--- config.mk ---
export PLATFORM = sky130hd
export DESIGN_NAME = tagged_value_stream_parser_unit_flat
export DESIGN_NICKNAME = d
export VERILOG_FILES = /design/src/rtl/core/tvsp_pkg.sv /design/src/rtl/core/tvsp_stream_if.sv /design/src/rtl/core/tvsp_digit_acc.sv /design/src/rtl/core/tagged_value_stream_parser_unit.sv /design/src/flat_wrapper.sv
export SDC_FILE = /design/constraint.sdc
export NUM_CORES = 1
export LEC_CHECK = 0
export ABC_AREA = 1
export BUFFER_PORTS_ARGS = -buffer_cell sky130_fd_sc_hd__buf_4
export CORE_MARGIN = 2
export CORE_UTILIZATION = 55
export CTS_CLUSTER_SIZE = 12
export DETAILED_ROUTE_END_ITERATION = 10
export PLACE_DENSITY_LB_ADDON = 0.1
export SYNTH_ARGS = -nofsm -noshare
export SYNTH_HDL_FRONTEND = slang
export SYNTH_HIERARCHICAL = 1
export SYNTH_SLANG_ARGS = --single-unit
--- constraint.sdc ---
create_clock -name i_clk -period 3.37 [get_ports i_clk]
set_input_delay 0.674 -clock i_clk [delete_from_list [all_inputs] [get_ports i_clk]]
set_output_delay 0.674 -clock i_clk [all_outputs]
set_load 0.05 [all_outputs]
--- src/rtl/core/tvsp_pkg.sv ---
// ----------------------------------------------------------------------------
// Tagged value stream parser package
// Request types, result codes, character constants and parser phases.
// ----------------------------------------------------------------------------
package tvsp_pkg;

    // Request payloads.
    typedef struct packed {
        logic [7:0] data_byte;
    } t_in_item;

    typedef struct packed {
        logic [2:0]         kind;
        logic signed [31:0] value;
        logic [2:0]         error_code;
    } t_out_item;

    // Result kinds.
    localparam logic [2:0] KIND_BOOL  = 3'd0;
    localparam logic [2:0] KIND_INT   = 3'd1;
    localparam logic [2:0] KIND_SBYTE = 3'd2;
    localparam logic [2:0] KIND_SEND  = 3'd3;
    localparam logic [2:0] KIND_ERR   = 3'd4;

    // Error codes.
    localparam logic [2:0] ERR_BAD_TAG     = 3'd0;
    localparam logic [2:0] ERR_BAD_BOOL    = 3'd1;
    localparam logic [2:0] ERR_BAD_INT_END = 3'd2;
    localparam logic [2:0] ERR_NO_DIGITS   = 3'd3;
    localparam logic [2:0] ERR_OVERFLOW    = 3'd4;
    localparam logic [2:0] ERR_NO_STR_END  = 3'd5;
    localparam logic [2:0] ERR_NO_LEN_TAG  = 3'd6;

    // Characters of the tagged format.
    localparam logic [7:0] CH_BOOL_TAG = 8'h62; // 'b'
    localparam logic [7:0] CH_TRUE     = 8'h54; // 'T'
    localparam logic [7:0] CH_FALSE    = 8'h46; // 'F'
    localparam logic [7:0] CH_INT_TAG  = 8'h69; // 'i'
    localparam logic [7:0] CH_MINUS    = 8'h2D; // '-'
    localparam logic [7:0] CH_END      = 8'h24; // '$'
    localparam logic [7:0] CH_STR_TAG  = 8'h73; // 's'
    localparam logic [7:0] CH_ZERO     = 8'h30; // '0'
    localparam logic [7:0] CH_NINE     = 8'h39; // '9'

    // Saturation point of the magnitude, 2^31.
    localparam logic [35:0] MAG_CAP = 36'h0_8000_0000;

    // Parser phases, one-hot.
    typedef enum logic [6:0] {
        PH_IDLE      = 7'b000_0001,
        PH_BOOL      = 7'b000_0010,
        PH_INT_FIRST = 7'b000_0100,
        PH_INT_DIGIT = 7'b000_1000,
        PH_LEN_TAG   = 7'b001_0000,
        PH_STR_BODY  = 7'b010_0000,
        PH_STR_END   = 7'b100_0000
    } t_phase;

endpackage

--- src/rtl/core/tvsp_stream_if.sv ---
// ----------------------------------------------------------------------------
// Tagged value stream parser channel
// Valid/ready channel carrying one request payload of a given type.
// ----------------------------------------------------------------------------
interface tvsp_stream_if #(
    parameter type T = logic [7:0]
) ();

    logic valid;
    logic ready;
    T     data;

    modport source (output valid, output data, input ready);
    modport sink   (input valid, input data, output ready);

endinterface

--- src/rtl/core/tvsp_digit_acc.sv ---
// ----------------------------------------------------------------------------
// Tagged value stream parser digit accumulator
// Shifts one decimal digit into the magnitude and saturates at 2^31.
// ----------------------------------------------------------------------------
module tvsp_digit_acc
    import tvsp_pkg::*;
(
    input  logic [31:0] i_magnitude,
    input  logic [3:0]  i_digit,
    output logic [31:0] o_magnitude,
    output logic        o_saturated
);

    logic [35:0] wide_mag;
    logic [35:0] sum;

    // Times ten as two shifted copies, then add the digit.
    assign wide_mag = {4'b0000, i_magnitude};
    assign sum      = (wide_mag << 3) + (wide_mag << 1) + {32'd0, i_digit};

    // Clamp anything above 2^31.
    assign o_saturated = (sum > MAG_CAP);
    assign o_magnitude = o_saturated ? MAG_CAP[31:0] : sum[31:0];

endmodule

--- src/rtl/core/tagged_value_stream_parser_unit.sv ---
// A result appears on o_result in the cycle after the byte that causes it.
// Throughput: one byte per cycle while the result register is free or draining;
// the parser state updates through the multiply-by-ten accumulator, and one result register holds output.
// A byte is taken whenever the result register is empty or being drained.
// Reset (synchronous, active low) returns the parser to idle awaiting a tag
// and drops any pending result.
// ----------------------------------------------------------------------------
// Tagged value stream parser unit
// Parses booleans, signed integers and length-prefixed strings from a
// byte stream and reports each value, string byte or error as a result.
// ----------------------------------------------------------------------------
module tagged_value_stream_parser_unit
    import tvsp_pkg::*;
(
    input  logic          i_clk,
    input  logic          i_rst_n,
    tvsp_stream_if.sink   i_data,
    tvsp_stream_if.source o_result
);

    // Parser state.
    t_phase      r_phase,      n_phase;
    logic [31:0] r_magnitude,  n_magnitude;
    logic        r_negative,   n_negative;
    logic        r_digit_seen, n_digit_seen;
    logic        r_overflowed, n_overflowed;
    logic        r_for_len,    n_for_len;
    logic [30:0] r_remaining,  n_remaining;
    logic [30:0] r_str_len,    n_str_len;

    // Result register.
    logic        r_out_valid;
    t_out_item   r_out_item;

    logic        accept;
    logic [7:0]  c;
    logic        is_digit;
    logic [31:0] acc_mag;
    logic        acc_sat;
    logic        res_valid;
    t_out_item   res_item;
    logic        do_fail;
    logic        do_finish;
    logic [2:0]  fail_code;
    logic [30:0] len;

    // A byte is taken when the result register is free or draining.
    assign i_data.ready   = !r_out_valid || o_result.ready;
    assign accept         = i_data.valid && i_data.ready;
    assign o_result.valid = r_out_valid;
    assign o_result.data  = r_out_item;

    assign c        = i_data.data.data_byte;
    assign is_digit = (c >= CH_ZERO) && (c <= CH_NINE);

    tvsp_digit_acc u_digit_acc (
        .i_magnitude (r_magnitude),
        .i_digit     (c[3:0]),
        .o_magnitude (acc_mag),
        .o_saturated (acc_sat)
    );

    // Clamped string length from the finished integer.
    assign len = (r_negative || (r_magnitude == 32'd0)) ? 31'd0 : r_magnitude[30:0];

    // Next state and result for the byte at the input.
    always_comb begin
        n_phase          = r_phase;
        n_magnitude      = r_magnitude;
        n_negative       = r_negative;
        n_digit_seen     = r_digit_seen;
        n_overflowed     = r_overflowed;
        n_for_len        = r_for_len;
        n_remaining      = r_remaining;
        n_str_len        = r_str_len;
        res_valid        = 1'b0;
        res_item.kind    = KIND_BOOL;
        res_item.value   = '0;
        res_item.error_code = ERR_BAD_TAG;
        do_fail          = 1'b0;
        do_finish        = 1'b0;
        fail_code        = ERR_BAD_TAG;

        unique case (r_phase)
            PH_IDLE: begin
                if (c == CH_BOOL_TAG) begin
                    n_phase = PH_BOOL;
                end else if (c == CH_INT_TAG) begin
                    n_magnitude  = '0;
                    n_negative   = 1'b0;
                    n_digit_seen = 1'b0;
                    n_overflowed = 1'b0;
                    n_for_len    = 1'b0;
                    n_phase      = PH_INT_FIRST;
                end else if (c == CH_STR_TAG) begin
                    n_phase = PH_LEN_TAG;
                end else begin
                    do_fail   = 1'b1;
                    fail_code = ERR_BAD_TAG;
                end
            end
            PH_BOOL: begin
                if (c == CH_TRUE || c == CH_FALSE) begin
                    n_phase        = PH_IDLE;
                    res_valid      = 1'b1;
                    res_item.kind  = KIND_BOOL;
                    res_item.value = {31'd0, (c == CH_TRUE)};
                end else begin
                    do_fail   = 1'b1;
                    fail_code = ERR_BAD_BOOL;
                end
            end
            PH_LEN_TAG: begin
                if (c == CH_INT_TAG) begin
                    n_magnitude  = '0;
                    n_negative   = 1'b0;
                    n_digit_seen = 1'b0;
                    n_overflowed = 1'b0;
                    n_for_len    = 1'b1;
                    n_phase      = PH_INT_FIRST;
                end else begin
                    do_fail   = 1'b1;
                    fail_code = ERR_NO_LEN_TAG;
                end
            end
            PH_INT_FIRST: begin
                if (c == CH_MINUS) begin
                    n_negative = 1'b1;
                    n_phase    = PH_INT_DIGIT;
                end else if (is_digit) begin
                    n_magnitude  = acc_mag;
                    n_overflowed = r_overflowed | acc_sat;
                    n_digit_seen = 1'b1;
                    n_phase      = PH_INT_DIGIT;
                end else if (c == CH_END) begin
                    do_finish = 1'b1;
                end else begin
                    do_fail   = 1'b1;
                    fail_code = ERR_BAD_INT_END;
                end
            end
            PH_INT_DIGIT: begin
                if (is_digit) begin
                    n_magnitude  = acc_mag;
                    n_overflowed = r_overflowed | acc_sat;
                    n_digit_seen = 1'b1;
                end else if (c == CH_END) begin
                    do_finish = 1'b1;
                end else begin
                    do_fail   = 1'b1;
                    fail_code = ERR_BAD_INT_END;
                end
            end
            PH_STR_BODY: begin
                n_remaining = r_remaining - 31'd1;
                if (n_remaining == 31'd0) begin
                    n_phase = PH_STR_END;
                end
                res_valid      = 1'b1;
                res_item.kind  = KIND_SBYTE;
                res_item.value = {24'd0, c};
            end
            PH_STR_END: begin
                if (c == CH_END) begin
                    n_phase        = PH_IDLE;
                    res_valid      = 1'b1;
                    res_item.kind  = KIND_SEND;
                    res_item.value = {1'b0, r_str_len};
                end else begin
                    do_fail   = 1'b1;
                    fail_code = ERR_NO_STR_END;
                end
            end
            default: begin
                do_fail   = 1'b1;
                fail_code = ERR_BAD_TAG;
            end
        endcase

        // Terminator seen: check the integer, then report it or start a string.
        if (do_finish) begin
            if (!r_digit_seen) begin
                do_fail   = 1'b1;
                fail_code = ERR_NO_DIGITS;
            end else if (r_overflowed || (!r_negative && r_magnitude[31])) begin
                do_fail   = 1'b1;
                fail_code = ERR_OVERFLOW;
            end else begin
                n_magnitude  = '0;
                n_negative   = 1'b0;
                n_digit_seen = 1'b0;
                n_overflowed = 1'b0;
                if (r_for_len) begin
                    n_for_len   = 1'b0;
                    n_str_len   = len;
                    n_remaining = len;
                    n_phase     = (len == 31'd0) ? PH_STR_END : PH_STR_BODY;
                end else begin
                    n_phase        = PH_IDLE;
                    res_valid      = 1'b1;
                    res_item.kind  = KIND_INT;
                    res_item.value = r_negative ? (32'sd0 - r_magnitude) : r_magnitude;
                end
            end
        end

        // Any error returns the parser to idle.
        if (do_fail) begin
            n_phase             = PH_IDLE;
            n_for_len           = 1'b0;
            n_magnitude         = '0;
            n_negative          = 1'b0;
            n_digit_seen        = 1'b0;
            n_overflowed        = 1'b0;
            res_valid           = 1'b1;
            res_item.kind       = KIND_ERR;
            res_item.value      = '0;
            res_item.error_code = fail_code;
        end
    end

    // Parser state registers.
    always_ff @(posedge i_clk) begin
        if (!i_rst_n) begin
            r_phase      <= PH_IDLE;
            r_magnitude  <= '0;
            r_negative   <= 1'b0;
            r_digit_seen <= 1'b0;
            r_overflowed <= 1'b0;
            r_for_len    <= 1'b0;
            r_remaining  <= '0;
            r_str_len    <= '0;
        end else if (accept) begin
            r_phase      <= n_phase;
            r_magnitude  <= n_magnitude;
            r_negative   <= n_negative;
            r_digit_seen <= n_digit_seen;
            r_overflowed <= n_overflowed;
            r_for_len    <= n_for_len;
            r_remaining  <= n_remaining;
            r_str_len    <= n_str_len;
        end
    end

    // Result register: reloaded whenever it is free or being drained.
    always_ff @(posedge i_clk) begin
        if (!i_rst_n) begin
            r_out_valid <= 1'b0;
        end else if (i_data.ready) begin
            r_out_valid <= accept && res_valid;
        end
    end

    always_ff @(posedge i_clk) begin
        if (accept && res_valid) begin
            r_out_item <= res_item;
        end
    end

endmodule

--- src/flat_wrapper.sv ---
// flat-port wrapper written by rule: the top's interface ports become plain ports
module tagged_value_stream_parser_unit_flat import tvsp_pkg::*;
  (i_clk, i_rst_n, i_data_valid, i_data_data, i_data_ready, o_result_valid, o_result_data, o_result_ready);
  tvsp_stream_if #(.T(t_in_item)) i_data_i ();
  tvsp_stream_if #(.T(t_out_item)) o_result_i ();
  input  logic i_clk;
  input  logic i_rst_n;
  input wire logic [$bits(i_data_i.valid)-1:0] i_data_valid;
  input wire logic [$bits(i_data_i.data)-1:0] i_data_data;
  output wire logic [$bits(i_data_i.ready)-1:0] i_data_ready;
  output wire logic [$bits(o_result_i.valid)-1:0] o_result_valid;
  output wire logic [$bits(o_result_i.data)-1:0] o_result_data;
  input wire logic [$bits(o_result_i.ready)-1:0] o_result_ready;
  assign i_data_i.valid = i_data_valid;
  assign i_data_i.data = i_data_data;
  assign i_data_ready = i_data_i.ready;
  assign o_result_valid = o_result_i.valid;
  assign o_result_data = o_result_i.data;
  assign o_result_i.ready = o_result_ready;
  tagged_value_stream_parser_unit u_core (.i_clk(i_clk), .i_rst_n(i_rst_n), .i_data(i_data_i), .o_result(o_result_i));
endmodule
==> Word level (Yosys, flattened, before mapping) <==
Cells that the tools add are included.
{ "word_totals": {"reg_bits": 144, "input_bits": 12, "out_inout_bits": 40, "wordCells": 157} }
{ "classes": {"addsub": 4, "order_cmp": 3, "eq_ne": 14, "mux": 108, "bitwise": 2, "n_reduce_logical": 14} }
{ "op_table": {"columns": ["operator", "count"], "rows": [
  ["32-bit two-way mux", 10],
  ["31-bit two-way mux", 6],
  ["35-bit two-way mux", 4],
  ["32-bit one-hot mux with 4 select lines", 1],
  ["7-bit two-way mux", 15],
  ["35-bit one-hot mux with 3 select lines", 1],
  ["31-bit zero test", 2],
  ["1-bit two-way mux", 53],
  ["7-bit one-hot mux with 6 select lines", 1],
  ["8-bit by 7-bit == test with 1-bit output, second input constant", 5],
  ["35-bit by 33-bit adder with 36-bit output", 1],
  ["36-bit by 4-bit adder with 36-bit output", 1],
  ["36-bit by 32-bit greater-than comparator with 1-bit output, second input constant", 1],
  ["34-bit two-way mux", 1],
  ["32-bit zero test", 1],
  ["1-bit by 32-bit subtractor with 32-bit output, first input constant", 1],
  ["31-bit by 1-bit subtractor with 31-bit output, second input constant", 1],
  ["3-bit two-way mux", 7],
  ["8-bit by 6-bit == test with 1-bit output, second input constant", 2],
  ["3-bit one-hot mux with 5 select lines", 1],
  ["8-bit by 6-bit greater-or-equal comparator with 1-bit output, second input constant", 1],
  ["8-bit by 6-bit <= comparator with 1-bit output, second input constant", 1],
  ["1-bit one-hot mux with 4 select lines", 2],
  ["7-bit by 1-bit == test with 1-bit output, second input constant", 1],
  ["16 further kinds", 25]
]} }

==> Logic depth before layout (Yosys ltp) <==
Gate-level depths: netlist of the first run.
{ "depth": {"word_depth": 11, "mapped_depth": 29, "ltp_nobuf": 27} }

==> Cells and area by module <==
Netlist of the first run, hierarchy kept.
{ "modules_own_cells": {"columns": ["module", "instances", "cells_per_inst", "area_per_inst_um2", "seq_area_each_um2"], "rows": [
  ["tagged_value_stream_parser_unit", 1, 1374, 9068.7, 3263.1],
  ["tvsp_digit_acc", 1, 644, 3301.9, 0.0]
]} }

==> Least setup slack after synthesis of the first run <==
No wires, ideal clock.
{ "synth_timing": {"path_kind": "input-to-reg", "startpoint": "input i_data_data[2]", "endpoint": "register u_core.r_magnitude[3]", "setup_ns": 0.065, "arrival_time_ns": 3.455, "required_ns": 3.305, "setup_slack_ns": -0.150, "stages": 28, "n_path_buf": 1, "path_cell_list": "ha_1 > ha_1 > inv_1 > fa_1 > inv_1 > nand2_1 > nand2_1 > nand3_1 > nand2_1 > nand2_1 > nand2_1 > nand2_1 > nand2_1 > nand2_1 > nand2_1 > nand3_1 > nor2_1 > nand2_1 > nand2_1 > nand2_2 > buf_6 > nor2_1 > nor2_1 > a221oi_1 > a21oi_1 > nor2_1 > a21oi_1 > nor2_1"} }
{ "synth_between": {"elab_chain_len": 10, "elab_cells_between_ends": 39, "classes_between": "add/sub: 1; order compare: 3; eq/ne: 7; mux: 26; reduce/logical: 2"} }
{ "synth_lines": {"columns": ["element", "line_no", "rtl"], "rows": [
  ["start: declaration", "flat_wrapper.sv:9", "input wire logic [$bits(i_data_i.data)-1:0] i_data_data;"],
  ["36-bit by 4-bit adder with 36-bit output *", "tvsp_digit_acc.sv:19", "assign sum = (wide_mag << 3) + (wide_mag << 1) + {32'd0, i_digit};"],
  ["36-bit by 32-bit greater-than comparator with 1-bit output", "tvsp_digit_acc.sv:22", "assign o_saturated = (sum > MAG_CAP);"],
  ["32-bit two-way mux *", "tvsp_digit_acc.sv:23", "assign o_magnitude = o_saturated ? MAG_CAP[31:0] : sum[31:0];"],
  ["named net u_core.acc_mag[3]", "tagged_value_stream_parser_unit.sv:38", "logic [31:0] acc_mag;"],
  ["32-bit two-way mux *", "tagged_value_stream_parser_unit.sv:130, tagged_value_stream_parser_unit.sv:143", null],
  ["32-bit two-way mux", "tagged_value_stream_parser_unit.sv:127", "if (c == CH_MINUS) begin"],
  ["32-bit one-hot mux with 4 select lines *", "tagged_value_stream_parser_unit.sv:84", "unique case (r_phase)"],
  ["32-bit two-way mux", "tagged_value_stream_parser_unit.sv:185", "end else if (r_overflowed || (!r_negative && r_magnitude[31])) begin"],
  ["32-bit two-way mux", "tagged_value_stream_parser_unit.sv:182", "if (!r_digit_seen) begin"],
  ["32-bit two-way mux *", "tagged_value_stream_parser_unit.sv:181", "if (do_finish) begin"],
  ["32-bit two-way mux *", "tagged_value_stream_parser_unit.sv:208", "if (do_fail) begin"],
  ["end signal: assignment", "tagged_value_stream_parser_unit.sv:235", "r_magnitude <= n_magnitude;"],
  ["end: declaration", "tagged_value_stream_parser_unit.sv:23", "logic [31:0] r_magnitude, n_magnitude;"]
]} }
Mark *: on every way through the listed nets, which the timed path passes. The rest lies on a longest branch.
A chain may end at the register's enable or synchronous reset.

==> Final worst setup path of the first run <==
{ "layout_timing": {"startpoint": "register u_core.r_magnitude[2]", "endpoint": "register u_core.r_magnitude[29]"} }
{ "layout_between": {"elab_chain_len": 11} }
{ "layout_lines": {"columns": ["element", "line_no", "rtl"], "rows": [
  ["35-bit by 33-bit adder with 36-bit output *", "tvsp_digit_acc.sv:19", null],
  ["36-bit by 4-bit adder with 36-bit output *", "tvsp_digit_acc.sv:19", null],
  ["36-bit by 32-bit greater-than comparator with 1-bit output *", "tvsp_digit_acc.sv:22", null],
  ["named net u_core.acc_sat", "tagged_value_stream_parser_unit.sv:39", "logic acc_sat;"],
  ["32-bit two-way mux *", "tvsp_digit_acc.sv:23", null],
  ["named net u_core.acc_mag[29]", "tagged_value_stream_parser_unit.sv:38", null],
  ["32-bit two-way mux *", "tagged_value_stream_parser_unit.sv:130, tagged_value_stream_parser_unit.sv:143", null],
  ["32-bit two-way mux", "tagged_value_stream_parser_unit.sv:127", null],
  ["32-bit one-hot mux with 4 select lines *", "tagged_value_stream_parser_unit.sv:84", null],
  ["32-bit two-way mux", "tagged_value_stream_parser_unit.sv:185", null],
  ["32-bit two-way mux", "tagged_value_stream_parser_unit.sv:182", null],
  ["32-bit two-way mux *", "tagged_value_stream_parser_unit.sv:181", null],
  ["32-bit two-way mux *", "tagged_value_stream_parser_unit.sv:208", null]
]} }
Marks and branches as above.

==> flow_summary_export.csv, run 1 <==
group,metric,value,unit
run_status,status,"finished with violations",
run_status,violations,"negative setup slack",
detailed_routing,first_pass_iters,8,
sta,fin_hold_ws,0.464,ns
clocking,clk_latency,0.43,ns
clocking,cts_buffer_depth,2,
sta,hold_viol,0,
global_route,track_usage,34.8,%
yosys,syn-cell-area,12400,sq um
worst_hold_path,hold_path.class,"flip-flop to flip-flop",
finish,fin_nets,2240,
sta,tightest_slew,0.783,ns
yosys,synth-edff-count,38,
pwr,clockPowerShare,46.7,%
pwr,p_per_area,283,nW/um^2
global_route,grt_pass1_vias,12700,
placed_design,portBuffers,51,
finish,diodes,0,
pwr,leakagePower,7.39,nW
floorplanning,placement_rows,54,
detailed_routing,drt-initial-drc-count,1408,
clocking,htreeDepth,4,
yosys,ys_async_sr_fraction,0,%
yosys,synthCells,2018,
global_route,grt_max_degree,46,
sta,period_share,107,%
finish,areaGrowthSynthToFinish,20.5,%
pwr,p_sw,1.19,mW
sta,setup_violations,25,
critical_path,end_kind,"flip-flop",
detailed_routing,via_per_inst,5.71,
yosys,synthFlopType,"dfxtp_1",
yosys,seq_area_frac_synth,26.4,%
clocking,clkTransAtPathRegs,0.07,ns
critical_path,worstSetupStartpointType,"flip-flop",
detailed_routing,wirelength,42.3,mm
floorplanning,die_area,23700,sq um
finish,drive_gt1_share,18.2,%
detailed_routing,num_vias,14000,
clocking,clock-sinks,144,
global_route,grt_pass1_wl,66.0,mm
critical_path,arrival,3.95,ns
yosys,yosysTopAreaCell,"nand2_1",
yosys,synth_top_area_share,17.9,%
floorplanning,ios,52,
floorplanning,die_w,154,um
sta,clock_skew,0.0163,ns
placed_design,gp_congestion,0.984,
yosys,syn_avg_cell_area,6.13,sq um
placed_design,hpwlAfterDp,32.5,mm
sta,timing.final.max_slew_violations,0,
yosys,syn-num-nets,2098,
critical_path,critPathRequiredTime,3.73,ns
yosys,synth_seq_cells,144,
pwr,ir_drop,0.262,mV
pwr,p_seq_share,43.2,%
detailed_routing,wl_per_cell,17.2,um
floorplanning,die_y,154,um
pwr,finalPower,4.22,mW
yosys,synth_warnings,6,
pwr,internal_power,3.03,mW
clocking,cts_tree,"done",
run,max_cap_violations,0,
sta,fmax,278,MHz
sta,relSlewSlack,47.7,%
global_route,antenna_found_initial,0,
critical_path,critPathKind,"flip-flop to flip-flop",
global_route,grt_overflow,0,
detailed_routing,ant_nets,0,
pwr,p_comb_share,10.0,%
yosys,synth_area_leaders,"nand2_1 (18%), dfxtp_1 (17%), edfxtp_1 (9.2%)",
sta,setup_tns,-1.50,ns
floorplanning,start_util,56.3,%
yosys,synth_cell_types,58,
detailed_routing,drc_errors,0,
sta,period_minus_slack,3.59,ns
clocking,hold_buffers,0,
pwr,netSwitchingFraction,28.1,%
sta,rsz0062_at_grt,"yes",
floorplanning,core_area,22000,sq um
sta,setup_ws,-0.223,ns
critical_path,worst-path-max-fanout,6,
clocking,cts_made_buffers,17,
clocking,cts_root_buffer,"clkbuf_16",
[through the flow]
stage | cell area, sq um | cells | util (%) | setup WS (ns)
6_report | 14900 | 2453 | 67.9 | -0.223
5_1_grt | 14900 | 2453 | 67.9 | -0.437
4_1_cts | 14400 | 2446 | 65.7 | -0.0932
3_5_place_dp | 13800 | 2414 | 62.9 | -0.508
3_3_place_gp | 13800 | 2414 | 62.9 | -0.444
2_1_floorplan | 12400 | 2018 | - | -0.0224
[layout make-up]
cell class	count	area (sq um)
Clock buffer	17	425
Clock inverter	15	171
Fill cell	2063	7050
Inverter	309	1170
Multi-Input combinational cell	1500	8020
Sequential cell	144	3270
Tap cell	280	350
Timing Repair Buffer	188	1490
[power by group through the flow]
| stage | Combinational, mW | Sequential [mW] | Clock [mW] |
|---|---|---|---|
| after floorplan | 0.160 | 1.97 | 0 |
| after global placement | 0.409 | 1.86 | 0 |
| after detailed placement | 0.412 | 1.86 | 0 |
| after CTS | 0.413 | 1.82 | 1.98 |
| after global routing | 0.444 | 1.82 | 2.04 |
| final | 0.424 | 1.82 | 1.97 |
[logic make-up (layout without fill, tap and decap cells)]
family,count (synthesis),count (layout),synth area share (%)
AOI/OAI and AO/OA,328,328,15.7
xor gates and xnor gates,21,21,1.49
adders and majority gates,68,68,7.00
buffers and inverters,374,529,12.0
DFF,144,144,26.4
muxes,1,1,0.0809
and+or+nand+nor,1082,1082,37.4
[sequential cells by signal, summed over array words and instances, names as in the netlist]
signal	count
u_core/o_result.data	38
u_core/r_magnitude	32
u_core/r_remaining	31
u_core/r_str_len	31
u_core/r_phase	7
u_core/o_result.valid	1
u_core/r_digit_seen	1
u_core/r_for_len	1
u_core/r_negative	1
u_core/r_overflowed	1
[timing repair]
item,CTS,global route
pin swaps,5,47
buffers inserted,0,5
endpoints found under the setup margin,22,32
gates cloned,0,2
gates resized for setup,10,119
[worst max-delay path, cell delays in order (launching register included)]
cell      delay, ns
dfxtp_2        0.36
inv_2          0.05
fa_1           0.52
fa_2           0.37
inv_2          0.10
nand2_2        0.07
nand2_4        0.07
nand3_2        0.08
nand2_2        0.10
nand2_2        0.08
nand2_2        0.10
nand2_2        0.06
nand2_2        0.08
nand2_2        0.06
nand3_2        0.07
nand4_1        0.10
nor2_2         0.19
nand2_4        0.12
buf_12         0.16
nor2_4         0.06
nor2_1         0.05
a221oi_1       0.26
a21oi_1        0.09
nor2_1         0.14
a21oi_1        0.06
nor2_1         0.11
[per-layer routing]
| layer | vias up | GRT usage [%] | part of all wire, % |
|---|---|---|---|
| li1 | 6835 | - | - |
| met1 | 6418 | 47.9 | 42 |
| met2 | 653 | 56.0 | 45 |
| met3 | 95 | 4.88 | 8.9 |
| met4 | 0 | 12.1 | 3.3 |
| met5 | - | 0 | 0 |
[cells in the mapped netlist, types with 4 or more instances]
library cell / instances
nand3_1: 130
nor2_4: 4
a31oi_1: 7
o211ai_1: 14
nand4_1: 32
edfxtp_1: 38
buf_2: 16
a22oi_2: 10
nor4_1: 5
a21oi_1: 129
o21ai_0: 87
nand3b_1: 12
xnor2_1: 6
nor2_1: 238
nor3_1: 22
nor2_2: 23
a22oi_1: 11
nand2_2: 7
o221ai_1: 11
dfxtp_1: 106
xor2_1: 15
inv_1: 290
buf_6: 8
clkbuf_1: 37
nor3_2: 7
inv_2: 15
a221oi_1: 4
o21ai_1: 17
o22ai_1: 16
nand2_1: 591
ha_1: 66
[path summary, 6_finish.rpt]
kind | from | end | slack [ns] | depth (start not counted)
max reg2reg | u_core/r_magnitude[2] | u_core/r_magnitude[29] | -0.22 | 25
max | u_core/r_magnitude[2] | u_core/r_magnitude[29] | -0.22 | 25
min reg2reg | u_core/r_str_len[26] | u_core/r_str_len[26] | 0.46 | 2
min | u_core/r_str_len[26] | u_core/r_str_len[26] | 0.46 | 2
[cells in the final DEF, fill, tap and decap left out, types with 4 or more instances in the layout]
cell type / synthesis / layout
nand4_1: 32 / 32
ha_4: 0 / 5
nor3_1: 22 / 22
o211ai_1: 14 / 14
a21oi_2: 1 / 7
nor2_1: 238 / 215
o221ai_1: 11 / 11
dfxtp_1: 106 / 97
edfxtp_1: 38 / 38
a22oi_2: 10 / 10
a21oi_1: 129 / 122
nor2_4: 4 / 15
clkbuf_16: 0 / 19
nand3b_1: 12 / 12
dfxtp_2: 0 / 9
o21ai_2: 1 / 8
inv_6: 0 / 4
nand3_2: 2 / 11
inv_1: 290 / 283
ha_1: 66 / 59
clkinv_1: 3 / 5
buf_4: 0 / 179
nor2_2: 23 / 35
inv_8: 0 / 5
buf_6: 8 / 4
xor2_1: 15 / 15
nand2_2: 7 / 30
a22oi_1: 11 / 11
nand3_1: 130 / 120
inv_2: 15 / 20
nor3_2: 7 / 7
o21ai_1: 17 / 25
nor4_1: 5 / 5
a31oi_1: 7 / 7
xnor2_1: 6 / 6
o22ai_1: 16 / 16
o21ai_0: 87 / 72
nand2_1: 591 / 565
Note: power is estimated with default switching activity, not from simulation.
==> run 2, diff against run 1 <==
Settings changed: RECOVER_POWER set to 100, SKIP_LAST_GASP set to 1.
==> flow_summary_export.csv, run 2 (synthesis results as in run 1) <==
group,metric,value,unit
global_route,antenna_found_initial,0,
finish,stdcell_count,2453,
worst_hold_path,holdPathStages,2,
pwr,ir_drop,0.263,mV
critical_path,cp_num_buf_inv,4,
sta,setup_violations,26,
critical_path,reg2reg_depth,27,
floorplanning,core_area,22000,sq um
critical_path,worst-path-max-fanout,6,
global_route,grt_pass1_vias,12700,
clocking,cts_made_buffers,17,
worst_hold_path,hold_path.class,"flip-flop to flip-flop",
critical_path,reg2reg_from,"u_core/r_magnitude[2]",
detailed_routing,num_vias,14000,
clocking,clkTransAtPathRegs,0.07,ns
global_route,track_usage,34.8,%
detailed_routing,dr_wl_met2,19.2,mm
placed_design,gp_congestion,0.984,
critical_path,worstSetupStartpointType,"flip-flop",
global_route,grt_overflow,0,
run,max_cap_violations,0,
finish,fin_area,14700,sq um
critical_path,crit_family,"simple AND/OR/NAND/NOR gates",
finish,fillers,2115,
floorplanning,die_area,23700,sq um
clocking,clk_latency,0.43,ns
pwr,p_per_area,284,nW/um^2
sta,clock_skew,0.0141,ns
finish,drive_gt1_share,16.1,%
global_route,grt_max_degree,46,
global_route,grt_pass1_wl,66.0,mm
detailed_routing,first_pass_iters,9,
detailed_routing,via_per_inst,5.71,
clocking,cts_buffer_depth,2,
finish,final_core_utilization,67.1,%
placed_design,hpwlAfterDp,32.5,mm
sta,relSlewSlack,46.6,%
finish,diodes,0,
critical_path,crit_top_cell,"nand2_1",
detailed_routing,dr_wl_met3,3.66,mm
sta,setup_ws,-0.210,ns
detailed_routing,top_layer,"met4",
critical_path,critPathRequiredTime,3.73,ns
critical_path,reg2reg_slack,-0.21,ns
finish,final_cell_mix,"nand2_1 (566), inv_1 (284), nor2_1 (216)",
finish,fin_nets,2240,
pwr,leakagePower,7.24,nW
worst_hold_path,min_from,"u_core/r_str_len[26]",
detailed_routing,drt-initial-drc-count,1393,
floorplanning,die_y,154,um
critical_path,end_kind,"flip-flop",
floorplanning,ios,52,
placed_design,place_inst,2414,
run_status,violations,"negative setup slack",
sta,timing.final.max_slew_violations,0,
finish,final_common_cell,"nand2_1",
detailed_routing,wirelength,42.3,mm
sta,period_minus_slack,3.58,ns
floorplanning,placement_rows,54,
worst_hold_path,whs_endpoint,"u_core/r_str_len[26]",
placed_design,portBuffers,51,
finish,areaGrowthSynthToFinish,19.0,%
critical_path,arrival,3.94,ns
floorplanning,start_util,56.3,%
floorplanning,die_w,154,um
sta,period_share,106,%
detailed_routing,wl_met1,18.0,mm
placed_design,place_area,13800,sq um
sta,rsz0062_at_grt,"yes",
sta,tightest_slew,0.801,ns
detailed_routing,wl_per_cell,17.2,um
sta,setup_tns,-1.94,ns
critical_path,cpPeakStageDelay,0.34,ns
sta,fmax,279,MHz
critical_path,critPathKind,"flip-flop to flip-flop",
clocking,cts_tree,"done",
detailed_routing,drc_errors,0,
critical_path,reg2reg_to,"u_core/r_magnitude[29]",
clocking,htreeDepth,4,
sta,hold_viol,0,
finish,largest_reg_flops,38,
run_status,status,"finished with violations",
critical_path,crit_slowest_cell,"dfxtp_2",
clocking,cts_root_buffer,"clkbuf_16",
detailed_routing,ant_nets,0,
clocking,clock-sinks,144,
critical_path,crit_path_start,"u_core/r_magnitude[2]",
==> run 2: tightest hold or removal path: cells and delay by family, from the launching register on <==
| family | cells | cell delay, ns |
|---|---|---|
| flip-flops | 1 | 0.31 |
| AND/OR/NAND/NOR | 1 | 0.06 |
| AO/OA/AOI/OAI | 1 | 0.05 |
==> run 2: worst max-delay path by stage <==
stage                                        end  slack [ns]  cells after the start
after floorplan           u_core/r_magnitude[29]       -0.02                     27
after global placement    u_core/r_magnitude[19]       -0.44                     28
after detailed placement  u_core/r_magnitude[19]       -0.51                     26
after CTS                  u_core/r_magnitude[3]       -0.09                     28
after global routing      u_core/r_magnitude[29]       -0.40                     27
final                     u_core/r_magnitude[29]       -0.21                     27
==> run 2: power by group <==
| group | total [mW] | switching (mW) | internal [mW] |
|---|---|---|---|
| Sequential | 1.82 | 0.0118 | 1.81 |
| Clock | 1.97 | 0.855 | 1.12 |
| Combinational | 0.396 | 0.319 | 0.0765 |
==> run 2: timing repair <==
action                     in CTS  in global routing
buffers inserted                0                  5
cloned                          0                  2
hold buffers                    0                  0
setup endpoints to repair      22                 32
pin swaps                       5                 47
resized for setup              10                106
==> run 2: layer usage <==
layer	vias up	track usage, %
li1	6828	-
met1	6398	47.9
met2	678	56.0
met3	99	4.88
met4	0	12.1
met5	-	0
==> run 2: final cells by class <==
class | count | area (sq um) | area share (%)
Clock inverter | 15 | 171 | 1.16
Clock buffer | 17 | 425 | 2.89
Inverter | 309 | 1170 | 7.96
Multi-Input combinational cell | 1500 | 7990 | 54.3
Sequential cell | 144 | 3270 | 22.2
Timing Repair Buffer | 188 | 1340 | 9.10
Tap cell | 280 | 350 | 2.38
==> run 2: through the flow <==
stage,worst slack [ns],power (mW),hold slack (ns)
2_1_floorplan,-0.0224,2.13,0.440
3_3_place_gp,-0.444,2.27,0.446
3_5_place_dp,-0.508,2.27,0.454
4_1_cts,-0.0932,4.22,0.463
5_1_grt,-0.405,4.28,0.483
6_report,-0.210,4.19,0.464
